===== config.mk =====
export PLATFORM = sky130hd
export DESIGN_NAME = cmi_front
export DESIGN_NICKNAME = d
export VERILOG_FILES = /design/src/rtl/cmi_pkg.sv /design/src/rtl/cmi_front.sv
export SDC_FILE = /design/constraint.sdc
export NUM_CORES = 1
export LEC_CHECK = 0
export ABC_AREA = 1
export BUFFER_PORTS_ARGS = -buffer_cell sky130_fd_sc_hd__buf_4
export CELL_PAD_IN_SITES_DETAIL_PLACEMENT = 0
export CELL_PAD_IN_SITES_GLOBAL_PLACEMENT = 2
export CORE_MARGIN = 2
export CORE_UTILIZATION = 10
export DETAILED_ROUTE_END_ITERATION = 8
export GPL_TIMING_DRIVEN = 0
export PLACE_DENSITY = 0.95
export SLEW_MARGIN = 20
export SYNTH_ARGS = -nofsm -noshare
export SYNTH_HDL_FRONTEND = slang
export SYNTH_SLANG_ARGS = --single-unit
export TNS_END_PERCENT = 5

===== constraint.sdc =====
create_clock -name vclk -period 0.8
set_input_delay 0 -clock vclk [all_inputs]
set_output_delay 0 -clock vclk [all_outputs]
set_load 0.03 [all_outputs]

===== src/rtl/cmi_pkg.sv =====
`timescale 1ns / 1ps
// ----------------------------------------------------------------------------
// cmi_pkg
// Shared types, codes and widths of the calibrated command interpolator.
// ----------------------------------------------------------------------------
package cmi_pkg;

	localparam int VALVES_DEF = 8;
	localparam int POINTS_DEF = 16;
	localparam int QUEUE_DEF  = 2;

	localparam int FUNC_W  = 2;
	localparam int VALVE_W = 4;
	localparam int IDX_W   = 4;
	localparam int KPA_W   = 13;
	localparam int MV_W    = 12;
	localparam int TOTAL_W = 5;
	localparam int GAIN_W  = 18;
	localparam int ROW_W   = KPA_W + MV_W;

	localparam int WANT_W = MV_W + GAIN_W;     // desired * gain, Q16
	localparam int PROD_W = WANT_W + MV_W;     // offset * command delta
	localparam int DIV_W  = PROD_W + 2;        // 2*m + span, with headroom
	localparam int FRAC_W = 16;

	localparam int CFG_IDX_W = 2;
	localparam int CFG_W     = GAIN_W;

	localparam logic [CFG_IDX_W-1:0] CFG_ENABLE  = 2'd0;
	localparam logic [CFG_IDX_W-1:0] CFG_GAIN    = 2'd1;
	localparam logic [CFG_IDX_W-1:0] CFG_DEF_MIN = 2'd2;

	localparam logic              ENABLE_RST  = 1'b1;
	localparam logic [GAIN_W-1:0] GAIN_RST    = 18'd104858;
	localparam logic [KPA_W-1:0]  DEF_MIN_RST = 13'd0;

	localparam logic [FUNC_W-1:0] FUNC_WRITE = 2'd0;
	localparam logic [FUNC_W-1:0] FUNC_COUNT = 2'd1;
	localparam logic [FUNC_W-1:0] FUNC_APPLY = 2'd2;

	localparam logic [1:0] OP_WRITE = 2'd0;
	localparam logic [1:0] OP_COUNT = 2'd1;
	localparam logic [1:0] OP_APPLY = 2'd2;

	typedef struct packed {
		logic [1:0]         kind;
		logic [VALVE_W-1:0] valve;
		logic               valve_ok;
		logic [IDX_W-1:0]   idx;
		logic [KPA_W-1:0]   kpa;
		logic [MV_W-1:0]    mv;     // row command or desired command
		logic [TOTAL_W-1:0] total;  // already clamped to POINTS
	} op_t;

	typedef struct packed {
		logic              enable;
		logic [GAIN_W-1:0] gain;
		logic [KPA_W-1:0]  default_min;
	} cfg_t;

endpackage


===== src/rtl/cmi_front.sv =====
`timescale 1ns / 1ps
// ----------------------------------------------------------------------------
// cmi_front
// Accepts command beats, drops writes that hit no table and beats of unknown
// function, clamps row counts and hands each remaining item to the queue.
// ----------------------------------------------------------------------------
module cmi_front #(
	parameter int VALVES = cmi_pkg::VALVES_DEF,
	parameter int POINTS = cmi_pkg::POINTS_DEF
) (
	input  logic                        cmd_valid,
	output logic                        cmd_stall,
	input  logic [cmi_pkg::FUNC_W-1:0]  func,
	input  logic [cmi_pkg::VALVE_W-1:0] valve,
	input  logic [cmi_pkg::IDX_W-1:0]   point_index,
	input  logic [cmi_pkg::KPA_W-1:0]   point_kpa,
	input  logic [cmi_pkg::MV_W-1:0]    point_mv,
	input  logic [cmi_pkg::TOTAL_W-1:0] point_total,
	input  logic [cmi_pkg::MV_W-1:0]    desired_mv,
	input  logic                        q_full,
	output logic                        q_push,
	output cmi_pkg::op_t                q_op
);

	logic valve_ok;
	logic idx_ok;
	logic keep;

	always_comb begin
		valve_ok = {1'b0, valve} < (cmi_pkg::VALVE_W + 1)'(VALVES);
		idx_ok   = {1'b0, point_index} < (cmi_pkg::IDX_W + 1)'(POINTS);

		q_op.valve    = valve;
		q_op.valve_ok = valve_ok;
		q_op.idx      = point_index;
		q_op.kpa      = point_kpa;
		q_op.mv       = point_mv;
		q_op.total    = (point_total > cmi_pkg::TOTAL_W'(POINTS)) ?
		                cmi_pkg::TOTAL_W'(POINTS) : point_total;
		q_op.kind     = cmi_pkg::OP_WRITE;
		keep          = 1'b0;

		case (func)
			cmi_pkg::FUNC_WRITE: begin
				keep = valve_ok && idx_ok;
			end
			cmi_pkg::FUNC_COUNT: begin
				q_op.kind = cmi_pkg::OP_COUNT;
				keep      = valve_ok;
			end
			cmi_pkg::FUNC_APPLY: begin
				q_op.kind = cmi_pkg::OP_APPLY;
				q_op.mv   = desired_mv;
				keep      = 1'b1;
			end
			default: begin
				keep = 1'b0;
			end
		endcase
	end

	assign cmd_stall = q_full;
	assign q_push    = cmd_valid && !q_full && keep;

endmodule


==> results by group <==
GRT
  • Pin count of the biggest net entering global routing: 11
  • First-pass GRT wire length: 1952 um
  • GRT Util Overall: 0.05245
  • Initial antenna violation count: 0
  • Vias in the first global route: 490
  • GR Overflow Total: 0

Routing
  • Pre-antenna DRT Iters: 3
  • DR vias/cell: 3.318
  • WL final: 1653 um
  • DR DRC count: 0
  • Vias post-DR: 710
  • Post-DRT Antenna Nets: 0
  • Initial DRC Count: 1
  • WL/cell: 7.724 um

Cells and area
  • Layout net count: 220
  • Post-Layout Inst Area: 1122 um2
  • Number of diodes: 0
  • Area of the multi-input gates: 191.4 um2
  • Layout area overhead: 171.0%
  • Share of cells above drive strength 1: 0.6646
  • Register area: 0 um2
  • Seq cells: 0
  • Clock buffer count: 0
  • FILL cells: 420

STA
  • Max-slew headroom: 0.9180
  • Pins over their slew limit: 0
  • Worst slew pin tran: 122.6 ps
  • Maximum clock frequency: 1369 MHz
  • Final cycle utilization of the critical path: 0.9130
  • Final hold viol count: 0
  • Setup violations, final: 0
  • Min Tclk post-route: 730.4 ps
  • RSZ-0062 raised after global routing: false

Worst setup path
  • Critical Path AT: 730 ps
  • Crit path kind: primary input to primary output
  • CP Launch Type: primary input
  • Worst Path Max Fanout: 5
  • Crit end category: primary output
  • Critical Path Start: func[0]
  • Worst endpoint required time: 800 ps
  • Setup crit end: q_op[14]

Hold path
  • Hold WC Path Type: primary input to primary output

Floorplanning
  • Core area: 4000 um2
  • Die ar.: 4672 um2
  • Die Y: 68.36 um
  • I/O Pins: 97
  • Rows: 23
  • Die width: 68.36 um
  • Starting Density: 0.1035

Yosys
  • Synth top area share: 0.4169
  • Library cells used by synthesis: 10
  • Gate Count Post-Synth: 83
  • Syn avg cell area: 4.990 um2
  • Register area share after synthesis: 0
  • Area leader, netlist: buf_4
  • Syn Nets: 137
  • Mapped Area: 414.1 um2
  • Ranking of synthesized cells by area: buf_4 (42%), nand2_1 (34%), inv_1 (6.3%), nor2_1 (5.4%), a21oi_1 (4.8%)
  • Count of yosys warnings during synthesis: 0

Placement
  • GP Congestion: 0.6295
  • Post-DP HPWL: 1426 um
  • Buffers added on ports: 77
  • Area post-placement: 1055 um2

Pwr
  • Leakage: 0.6954 nW
  • Total power: 0.0008377 W
  • Pwr dens: 746.4 nW/um2
  • Max rail drop VDD: 0.0002020 V

Status
  • Outcome: finished clean

Run
  • Max_cap viols: 0
## per-stage QoR
| stage | setup WS, ps | hold slack, ps | util | TNS, ps | cells |
|---|---|---|---|---|---|
| 2_1_floorplan | 128.4 | 111.8 | - | 0 | 83 |
| 3_3_place_gp | -18.97 | 216.1 | 0.2637 | -122.1 | 210 |
| 3_5_place_dp | 3.106 | 216.8 | 0.2637 | 0 | 210 |
| 4_1_cts | 18.44 | 216.8 | 0.2649 | 0 | 210 |
| 5_1_grt | 0.7416 | 219.1 | 0.2806 | 0 | 214 |
| 6_report | 69.63 | 215.8 | 0.2806 | 0 | 214 |
## how the worst min path moves through the flow
stage	start	to	slack, ps	depth (start not counted)
floorplan	func[1]	q_op[39]	110	1
global placement	point_kpa[2]	q_op[19]	220	2
detailed placement	point_kpa[6]	q_op[23]	220	2
CTS	point_kpa[6]	q_op[23]	220	2
global route	point_kpa[9]	q_op[26]	220	2
finish	valve[0]	q_op[35]	220	2
## cells in the mapped netlist
library cell and n:
nand2_2 1, a21oi_1 4, buf_4 23, clkbuf_1 1
inv_1 7, buf_2 1, inv_2 1, buf_6 1
nor2_1 6, nand2_1 38
## metal layers
metal	global-route usage	routed length [um]	part of all wire
met1	0.06250	571	0.35
met2	0.1056	852	0.52
met3	0.004934	229	0.14
met4	0	0	0
met5	0	0	0
## worst max-delay path, stage by stage
cell       delay (ps)
buf_4             110
inv_2              50
nand2_2            80
inv_4             100
clkbuf_16         140
nand2_1            40
nand2_1            50
buf_4             150
## kinds of logic after synthesis
kind of cell | share of synthesized area
buffers and inverters | 0.5378
AOI/OAI and AO/OA | 0.04834
and+or+nand+nor | 0.4139
## timing repair
action	4_1_cts	5_1_grt
endpoints found under the setup margin	1	9
hold buffers	0	0
buffers inserted	0	3
pin swaps	0	1
hold endpoints to repair	0	0
gates resized for setup	2	5
cloned	0	1
## area by class of cell
cell class	count	share of cell area
buffer	26	0.1773
tap	50	0.05574
timing repair buffer	81	0.5674
multi-input combinational	49	0.1706
inverter	8	0.02899
## report_power, final
part / total (W) / internal (W) / switching [W]
Clock: 0 / 0 / 0
Combinational: 0.000838 / 0.000408 / 0.000430
Sequential: 0 / 0 / 0
## layout by cell type, fill, tap and decap left out
| cell | synthesis | layout |
|---|---|---|
| nor2_1 | 6 | 6 |
| nand2_1 | 38 | 38 |
| nand2_2 | 1 | 1 |
| a21oi_1 | 4 | 4 |
| inv_4 | 0 | 1 |
| clkbuf_1 | 1 | 1 |
| buf_6 | 1 | 3 |
| buf_8 | 0 | 1 |
| inv_1 | 7 | 6 |
| buf_4 | 23 | 101 |
| clkbuf_16 | 0 | 1 |
| inv_2 | 1 | 1 |
Power figures use the tool's default switching activity.
