$ cat config.mk
export PLATFORM = sky130hd
export DESIGN_NAME = cmi_queue
export DESIGN_NICKNAME = d
export VERILOG_FILES = /design/src/rtl/cmi_pkg.sv /design/src/rtl/cmi_queue.sv
export SDC_FILE = /design/constraint.sdc
export NUM_CORES = 1
export LEC_CHECK = 0
export BUFFER_PORTS_ARGS = -buffer_cell sky130_fd_sc_hd__clkbuf_2
export CAP_MARGIN = 20
export CORE_MARGIN = 1.5
export CORE_UTILIZATION = 45
export DETAILED_ROUTE_END_ITERATION = 6
export GPL_TIMING_DRIVEN = 1
export PLACE_DENSITY = 0.73
export SLEW_MARGIN = 30
export SYNTH_ARGS = -nofsm -noshare
export SYNTH_HDL_FRONTEND = slang
export SYNTH_SLANG_ARGS = --single-unit
$ cat constraint.sdc
create_clock -name clk -period 2.7 [get_ports clk]
set_input_delay 0.54 -clock clk [delete_from_list [all_inputs] [get_ports clk]]
set_output_delay 0.54 -clock clk [all_outputs]
set_load 0.05 [all_outputs]
$ cat src/rtl/cmi_pkg.sv
`timescale 1ns / 1ps
// ----------------------------------------------------------------------------
// cmi_pkg
// Shared types, codes and widths of the calibrated command interpolator.
// ----------------------------------------------------------------------------
package cmi_pkg;

	localparam int VALVES_DEF = 8;
	localparam int POINTS_DEF = 16;
	localparam int QUEUE_DEF  = 2;

	localparam int FUNC_W  = 2;
	localparam int VALVE_W = 4;
	localparam int IDX_W   = 4;
	localparam int KPA_W   = 13;
	localparam int MV_W    = 12;
	localparam int TOTAL_W = 5;
	localparam int GAIN_W  = 18;
	localparam int ROW_W   = KPA_W + MV_W;

	localparam int WANT_W = MV_W + GAIN_W;     // desired * gain, Q16
	localparam int PROD_W = WANT_W + MV_W;     // offset * command delta
	localparam int DIV_W  = PROD_W + 2;        // 2*m + span, with headroom
	localparam int FRAC_W = 16;

	localparam int CFG_IDX_W = 2;
	localparam int CFG_W     = GAIN_W;

	localparam logic [CFG_IDX_W-1:0] CFG_ENABLE  = 2'd0;
	localparam logic [CFG_IDX_W-1:0] CFG_GAIN    = 2'd1;
	localparam logic [CFG_IDX_W-1:0] CFG_DEF_MIN = 2'd2;

	localparam logic              ENABLE_RST  = 1'b1;
	localparam logic [GAIN_W-1:0] GAIN_RST    = 18'd104858;
	localparam logic [KPA_W-1:0]  DEF_MIN_RST = 13'd0;

	localparam logic [FUNC_W-1:0] FUNC_WRITE = 2'd0;
	localparam logic [FUNC_W-1:0] FUNC_COUNT = 2'd1;
	localparam logic [FUNC_W-1:0] FUNC_APPLY = 2'd2;

	localparam logic [1:0] OP_WRITE = 2'd0;
	localparam logic [1:0] OP_COUNT = 2'd1;
	localparam logic [1:0] OP_APPLY = 2'd2;

	typedef struct packed {
		logic [1:0]         kind;
		logic [VALVE_W-1:0] valve;
		logic               valve_ok;
		logic [IDX_W-1:0]   idx;
		logic [KPA_W-1:0]   kpa;
		logic [MV_W-1:0]    mv;     // row command or desired command
		logic [TOTAL_W-1:0] total;  // already clamped to POINTS
	} op_t;

	typedef struct packed {
		logic              enable;
		logic [GAIN_W-1:0] gain;
		logic [KPA_W-1:0]  default_min;
	} cfg_t;

endpackage

$ cat src/rtl/cmi_queue.sv
`timescale 1ns / 1ps
// ----------------------------------------------------------------------------
// cmi_queue
// Short FIFO of classified items between the front and the back.
// ----------------------------------------------------------------------------
module cmi_queue #(
	parameter int DEPTH = cmi_pkg::QUEUE_DEF
) (
	input  logic         clk,
	input  logic         arst_n,
	input  logic         push,
	input  cmi_pkg::op_t push_op,
	output logic         full,
	input  logic         pop,
	output logic         head_valid,
	output cmi_pkg::op_t head
);

	localparam int PW = $clog2(DEPTH);
	localparam int CW = $clog2(DEPTH + 1);

	cmi_pkg::op_t   mem_q [DEPTH];
	logic [PW-1:0]  wr_ptr_q;
	logic [PW-1:0]  rd_ptr_q;
	logic [CW-1:0]  count_q;
	logic           do_push;
	logic           do_pop;

	assign full       = count_q == CW'(DEPTH);
	assign head_valid = count_q != '0;
	assign head       = mem_q[rd_ptr_q];
	assign do_push    = push && !full;
	assign do_pop     = pop && head_valid;

	always_ff @(posedge clk) begin
		if (do_push) begin
			mem_q[wr_ptr_q] <= push_op;
		end
	end

	always_ff @(posedge clk or negedge arst_n) begin
		if (!arst_n) begin
			wr_ptr_q <= '0;
			rd_ptr_q <= '0;
			count_q  <= '0;
		end else begin
			if (do_push) begin
				wr_ptr_q <= (wr_ptr_q == PW'(DEPTH - 1)) ? '0 : wr_ptr_q + 1'b1;
			end
			if (do_pop) begin
				rd_ptr_q <= (rd_ptr_q == PW'(DEPTH - 1)) ? '0 : rd_ptr_q + 1'b1;
			end
			case ({do_push, do_pop})
				2'b10:   count_q <= count_q + 1'b1;
				2'b01:   count_q <= count_q - 1'b1;
				default: count_q <= count_q;
			endcase
		end
	end

	a_no_overflow: assert property (@(posedge clk) disable iff (!arst_n)
		count_q <= CW'(DEPTH))
		else $error("queue count beyond depth");

	a_push_grows: assert property (@(posedge clk) disable iff (!arst_n)
		(do_push && !do_pop) |=> count_q == $past(count_q) + 1'b1)
		else $error("push without pop did not grow the queue");

	a_empty_ptrs: assert property (@(posedge clk) disable iff (!arst_n)
		!head_valid |-> wr_ptr_q == rd_ptr_q)
		else $error("empty queue with pointers apart");

endmodule

==> metrics.md <==
| Metric | Value |
|---|---|
| HP Class | `input port to flop` |
| # IOs | `between 80 and 90` |
| CTS max path bufs | `2` |
| RD Place Congestion | `about 0.7` |
| Reg2reg setup slack | `~0.95 ns` |
| Synth Area in Compound Gates | `0%` |
| Final hold violation count | `0` |
| Die X | `87.1 µm` |
| Num rows | `30` |
| Util after Layout | `a little under 60%` |
| Vias in the first global route | `around 1600` |
| Metal2 WL | `roughly 2700 µm` |
| Reg2reg start | `count_q[0]$_DFFE_PN0P_` |
| Mapped Cells | `around 150` |
| Crit-path slowest cell | `dfrtp_2` |
| Slew @ Worst Pin | `between 0.5 and 0.6 ns` |
| Clk_skew | `~0.011 ns` |
| VDD IR max | `roughly 0.73 mV` |
| Setup crit start | `rd_ptr_q$_DFFE_PN0P_` |
| RSZ-0062 raised after global routing | `no` |
| Grt ovf | `0` |
| Critical Path RT | `2.16 ns` |
| CTS Buf Count | `9` |
| Pwr dens | `between 1000 and 1500 mW/mm²` |
| Initial drt markers | `67` |
| Area Growth Syn to Fin | `23.3%` |
| Fin crit share | `87.2%` |
| Yosys top cell by area | `edfxtp_1` |
| Final ANT Viol Nets | `0` |
| Fmax achieved | `roughly 0.42 GHz` |
| Worst Setup End Kind | `output pin` |
| Drt pass-1 iters | `4` |
| Worst setup endpoint | `head[39]` |
| H-tree levels | `3` |
| Min Tclk post-route | `approximately 2.4 ns` |
| Initial antenna violation count | `0` |
| Max Used Layer | `met4` |
| Syn Nets | `192` |
| Synthesized flop and latch total | `86` |
| Max-slew headroom at the worst pin | `61.9%` |
| Synth Area in Simple Gates | `1.22%` |
| Clk root buf | `clkbuf_8` |
| Status | `complete, no violations` |
| Clock Latency Late Sink | `between 0.3 and 0.4 ns` |
| Vias per inst | `~4.7` |
| Multiplexer share of the synthesized area | `between 10% and 20%` |
| DRC | `0` |
| Diode count | `0` |
| Routed WL per cell | `14.8 µm` |
| Synth Area in XOR/XNOR | `around 1.4%` |
| Ranking of synthesized cells by area | `edfxtp_1, mux2_2, dfrtp_1` |
| Synth warnings | `0` |
| PostCTS Resize Cnt | `0` |
| Worst-path clk slew | `~0.08 ns` |
| Core area | `between 0.006 and 0.007 mm²` |
| Slowest stage delay, CP | `0.64 ns` |
| Final WS setup | `~0.34 ns` |
| Die footprint | `about 0.0076 mm²` |
| Max FO, Critical Path | `25` |
| Final Max Tran Viols | `0` |
| Clock sink count | `86` |
| Nets | `between 200 and 300` |
| Avg Cell Area, Syn | `between 20 and 25 µm²` |
| WL met3 | `approximately 230 µm` |
| Crit path cell chain | `buf_12 -> mux2_2 -> clkbuf_2` |
| Largest net degree at the start of global routing | `26` |
| DR vias | `approximately 1600` |
| Layout fillers | `roughly 510` |
| Total GRT Usage | `between 10 and 15%` |
| Worst EP arrival | `approximately 1.8 ns` |
| R2r endpoint | `mem_q[1][27]$_DFFE_PP_` |
| Setup TNS | `0 ns` |
| Met1 WL | `roughly 2100 µm` |
| I/O Buffers | `between 80 and 90` |
| Synth Area in Adders | `less than 1%` |
| Die H | `about 87 µm` |
| Share of the synthesized area in the top cell type | `77.4%` |
| R2r worst-path depth | `3` |
| Register area share after synthesis | `between 80% and 90%` |
| Cell Area, Synth | `about 0.0032 mm²` |
| Share of cells above drive strength 1 | `around 60%` |
| Startpoint Class | `flop` |
| Hpwl dp | `~3500 µm` |
| Initial Utilization | `between 40 and 50%` |
| Max-cap viol count | `0` |
| Post-Route WL | `~5100 µm` |
| Pre-CTS WS | `approximately 0.67 ns` |
| First-pass GRT wire length | `around 7600 µm` |
| Final setup fails | `0` |
| Main combinational cell family by area after synthesis | `multiplexers` |
| Synth cell types | `14` |
| Critical path class | `flop to output pin` |
| CTS tree | `built` |
| Leakage | `about 1.5 nW` |
-- placed cells by master, fill, tap and decap left out, drive strengths merged --
cell type	n
inv	1
dlygate4sd3	1
mux2	41
buf	5
and2	1
edfxtp	82
dfrtp	4
xor2	2
nand2b	1
xnor2	3
clkinv	1
ha	1
nand2	1
nor2	2
bufinv	1
and3	1
or2	1
clkbuf	99
-- per-layer routing --
layer / global-route usage (%) / vias up
met5: 0 / -
met3: 3.51 / 8
li1: - / 765
met4: 7.92 / 0
met2: 23.6 / 49
met1: 16.6 / 796
-- Yosys cell counts --
library cell,count
edfxtp_1,82
dfrtp_1,4
buf_6,5
nor2_1,2
mux2_2,41
xor2_1,2
and3_1,1
nand2_1,1
nand2b_1,1
and2_4,1
xnor2_1,3
ha_1,1
inv_1,1
or2_1,1
-- power breakdown --
group | internal (mW) | switching [mW]
logic | 0.612 | 1.52
registers | 1.83 | 0.131
clock network | 0.418 | 0.391
-- worst max-delay path: cells and delay by family, from the launching register on --
family	cells	cell delay, ns
buffers and inverters	2	0.48
multiplexers	1	0.36
flip-flops	1	0.64
-- final cells by class --
class / count / area, µm² / share of cell area [%]
flip-flops and latches: 86 / 2560 / 65.4
well taps: 96 / 120 / 3.07
multi-input cells: 54 / 566 / 14.4
clock inverters: 2 / 35.0 / 0.894
clock buffers: 12 / 135 / 3.45
inverters: 1 / 3.75 / 0.0958
repair buffers: 93 / 495 / 12.6
-- timing repair --
action	4_1_cts	5_1_grt
buffers inserted	0	0
setup endpoints to repair	0	0
endpoints found under the hold margin	4	0
hold buffers	1	0
-- through the flow --
stage | power [mW] | cells | instance area (µm²) | hold WS, ns
CTS | 4.96 | 344 | 3920 | 0.374
global placement | 4.13 | 329 | 3740 | 0.353
finish | 4.90 | 344 | 3920 | 0.388
global route | 5.11 | 344 | 3920 | 0.367
floorplan | 3.71 | 146 | 3180 | 0.244
detailed placement | 4.15 | 329 | 3740 | 0.353
-- flip-flops by register name, summed over array words and instances, names as in the netlist --
name      flops
count_q       2
wr_ptr_q      1
mem_q        82
rd_ptr_q      1
-- logic make-up (layout without fill, tap and decap cells) --
| kind of cell | Yosys count | count (layout) |
|---|---|---|
| adder cells (fa/ha/maj) | 1 | 1 |
| multiplexers | 41 | 41 |
| XOR/XNOR | 5 | 5 |
| buffers and inverters | 6 | 108 |
| flip-flops | 86 | 86 |
| AND/OR/NAND/NOR | 7 | 7 |
-- worst min path at each step --
stage	startpoint	to	cells past startpoint
floorplan	arst_n	count_q[0]$_DFFE_PN0P_	0
global placement	arst_n	count_q[1]$_DFFE_PN0P_	1
detailed placement	arst_n	count_q[1]$_DFFE_PN0P_	1
CTS	push_op[4]	mem_q[0][4]$_DFFE_PP_	1
global route	push_op[16]	mem_q[1][16]$_DFFE_PP_	1
finish	push_op[31]	mem_q[0][31]$_DFFE_PP_	1
No activity file was read; power rests on OpenSTA's default activity.
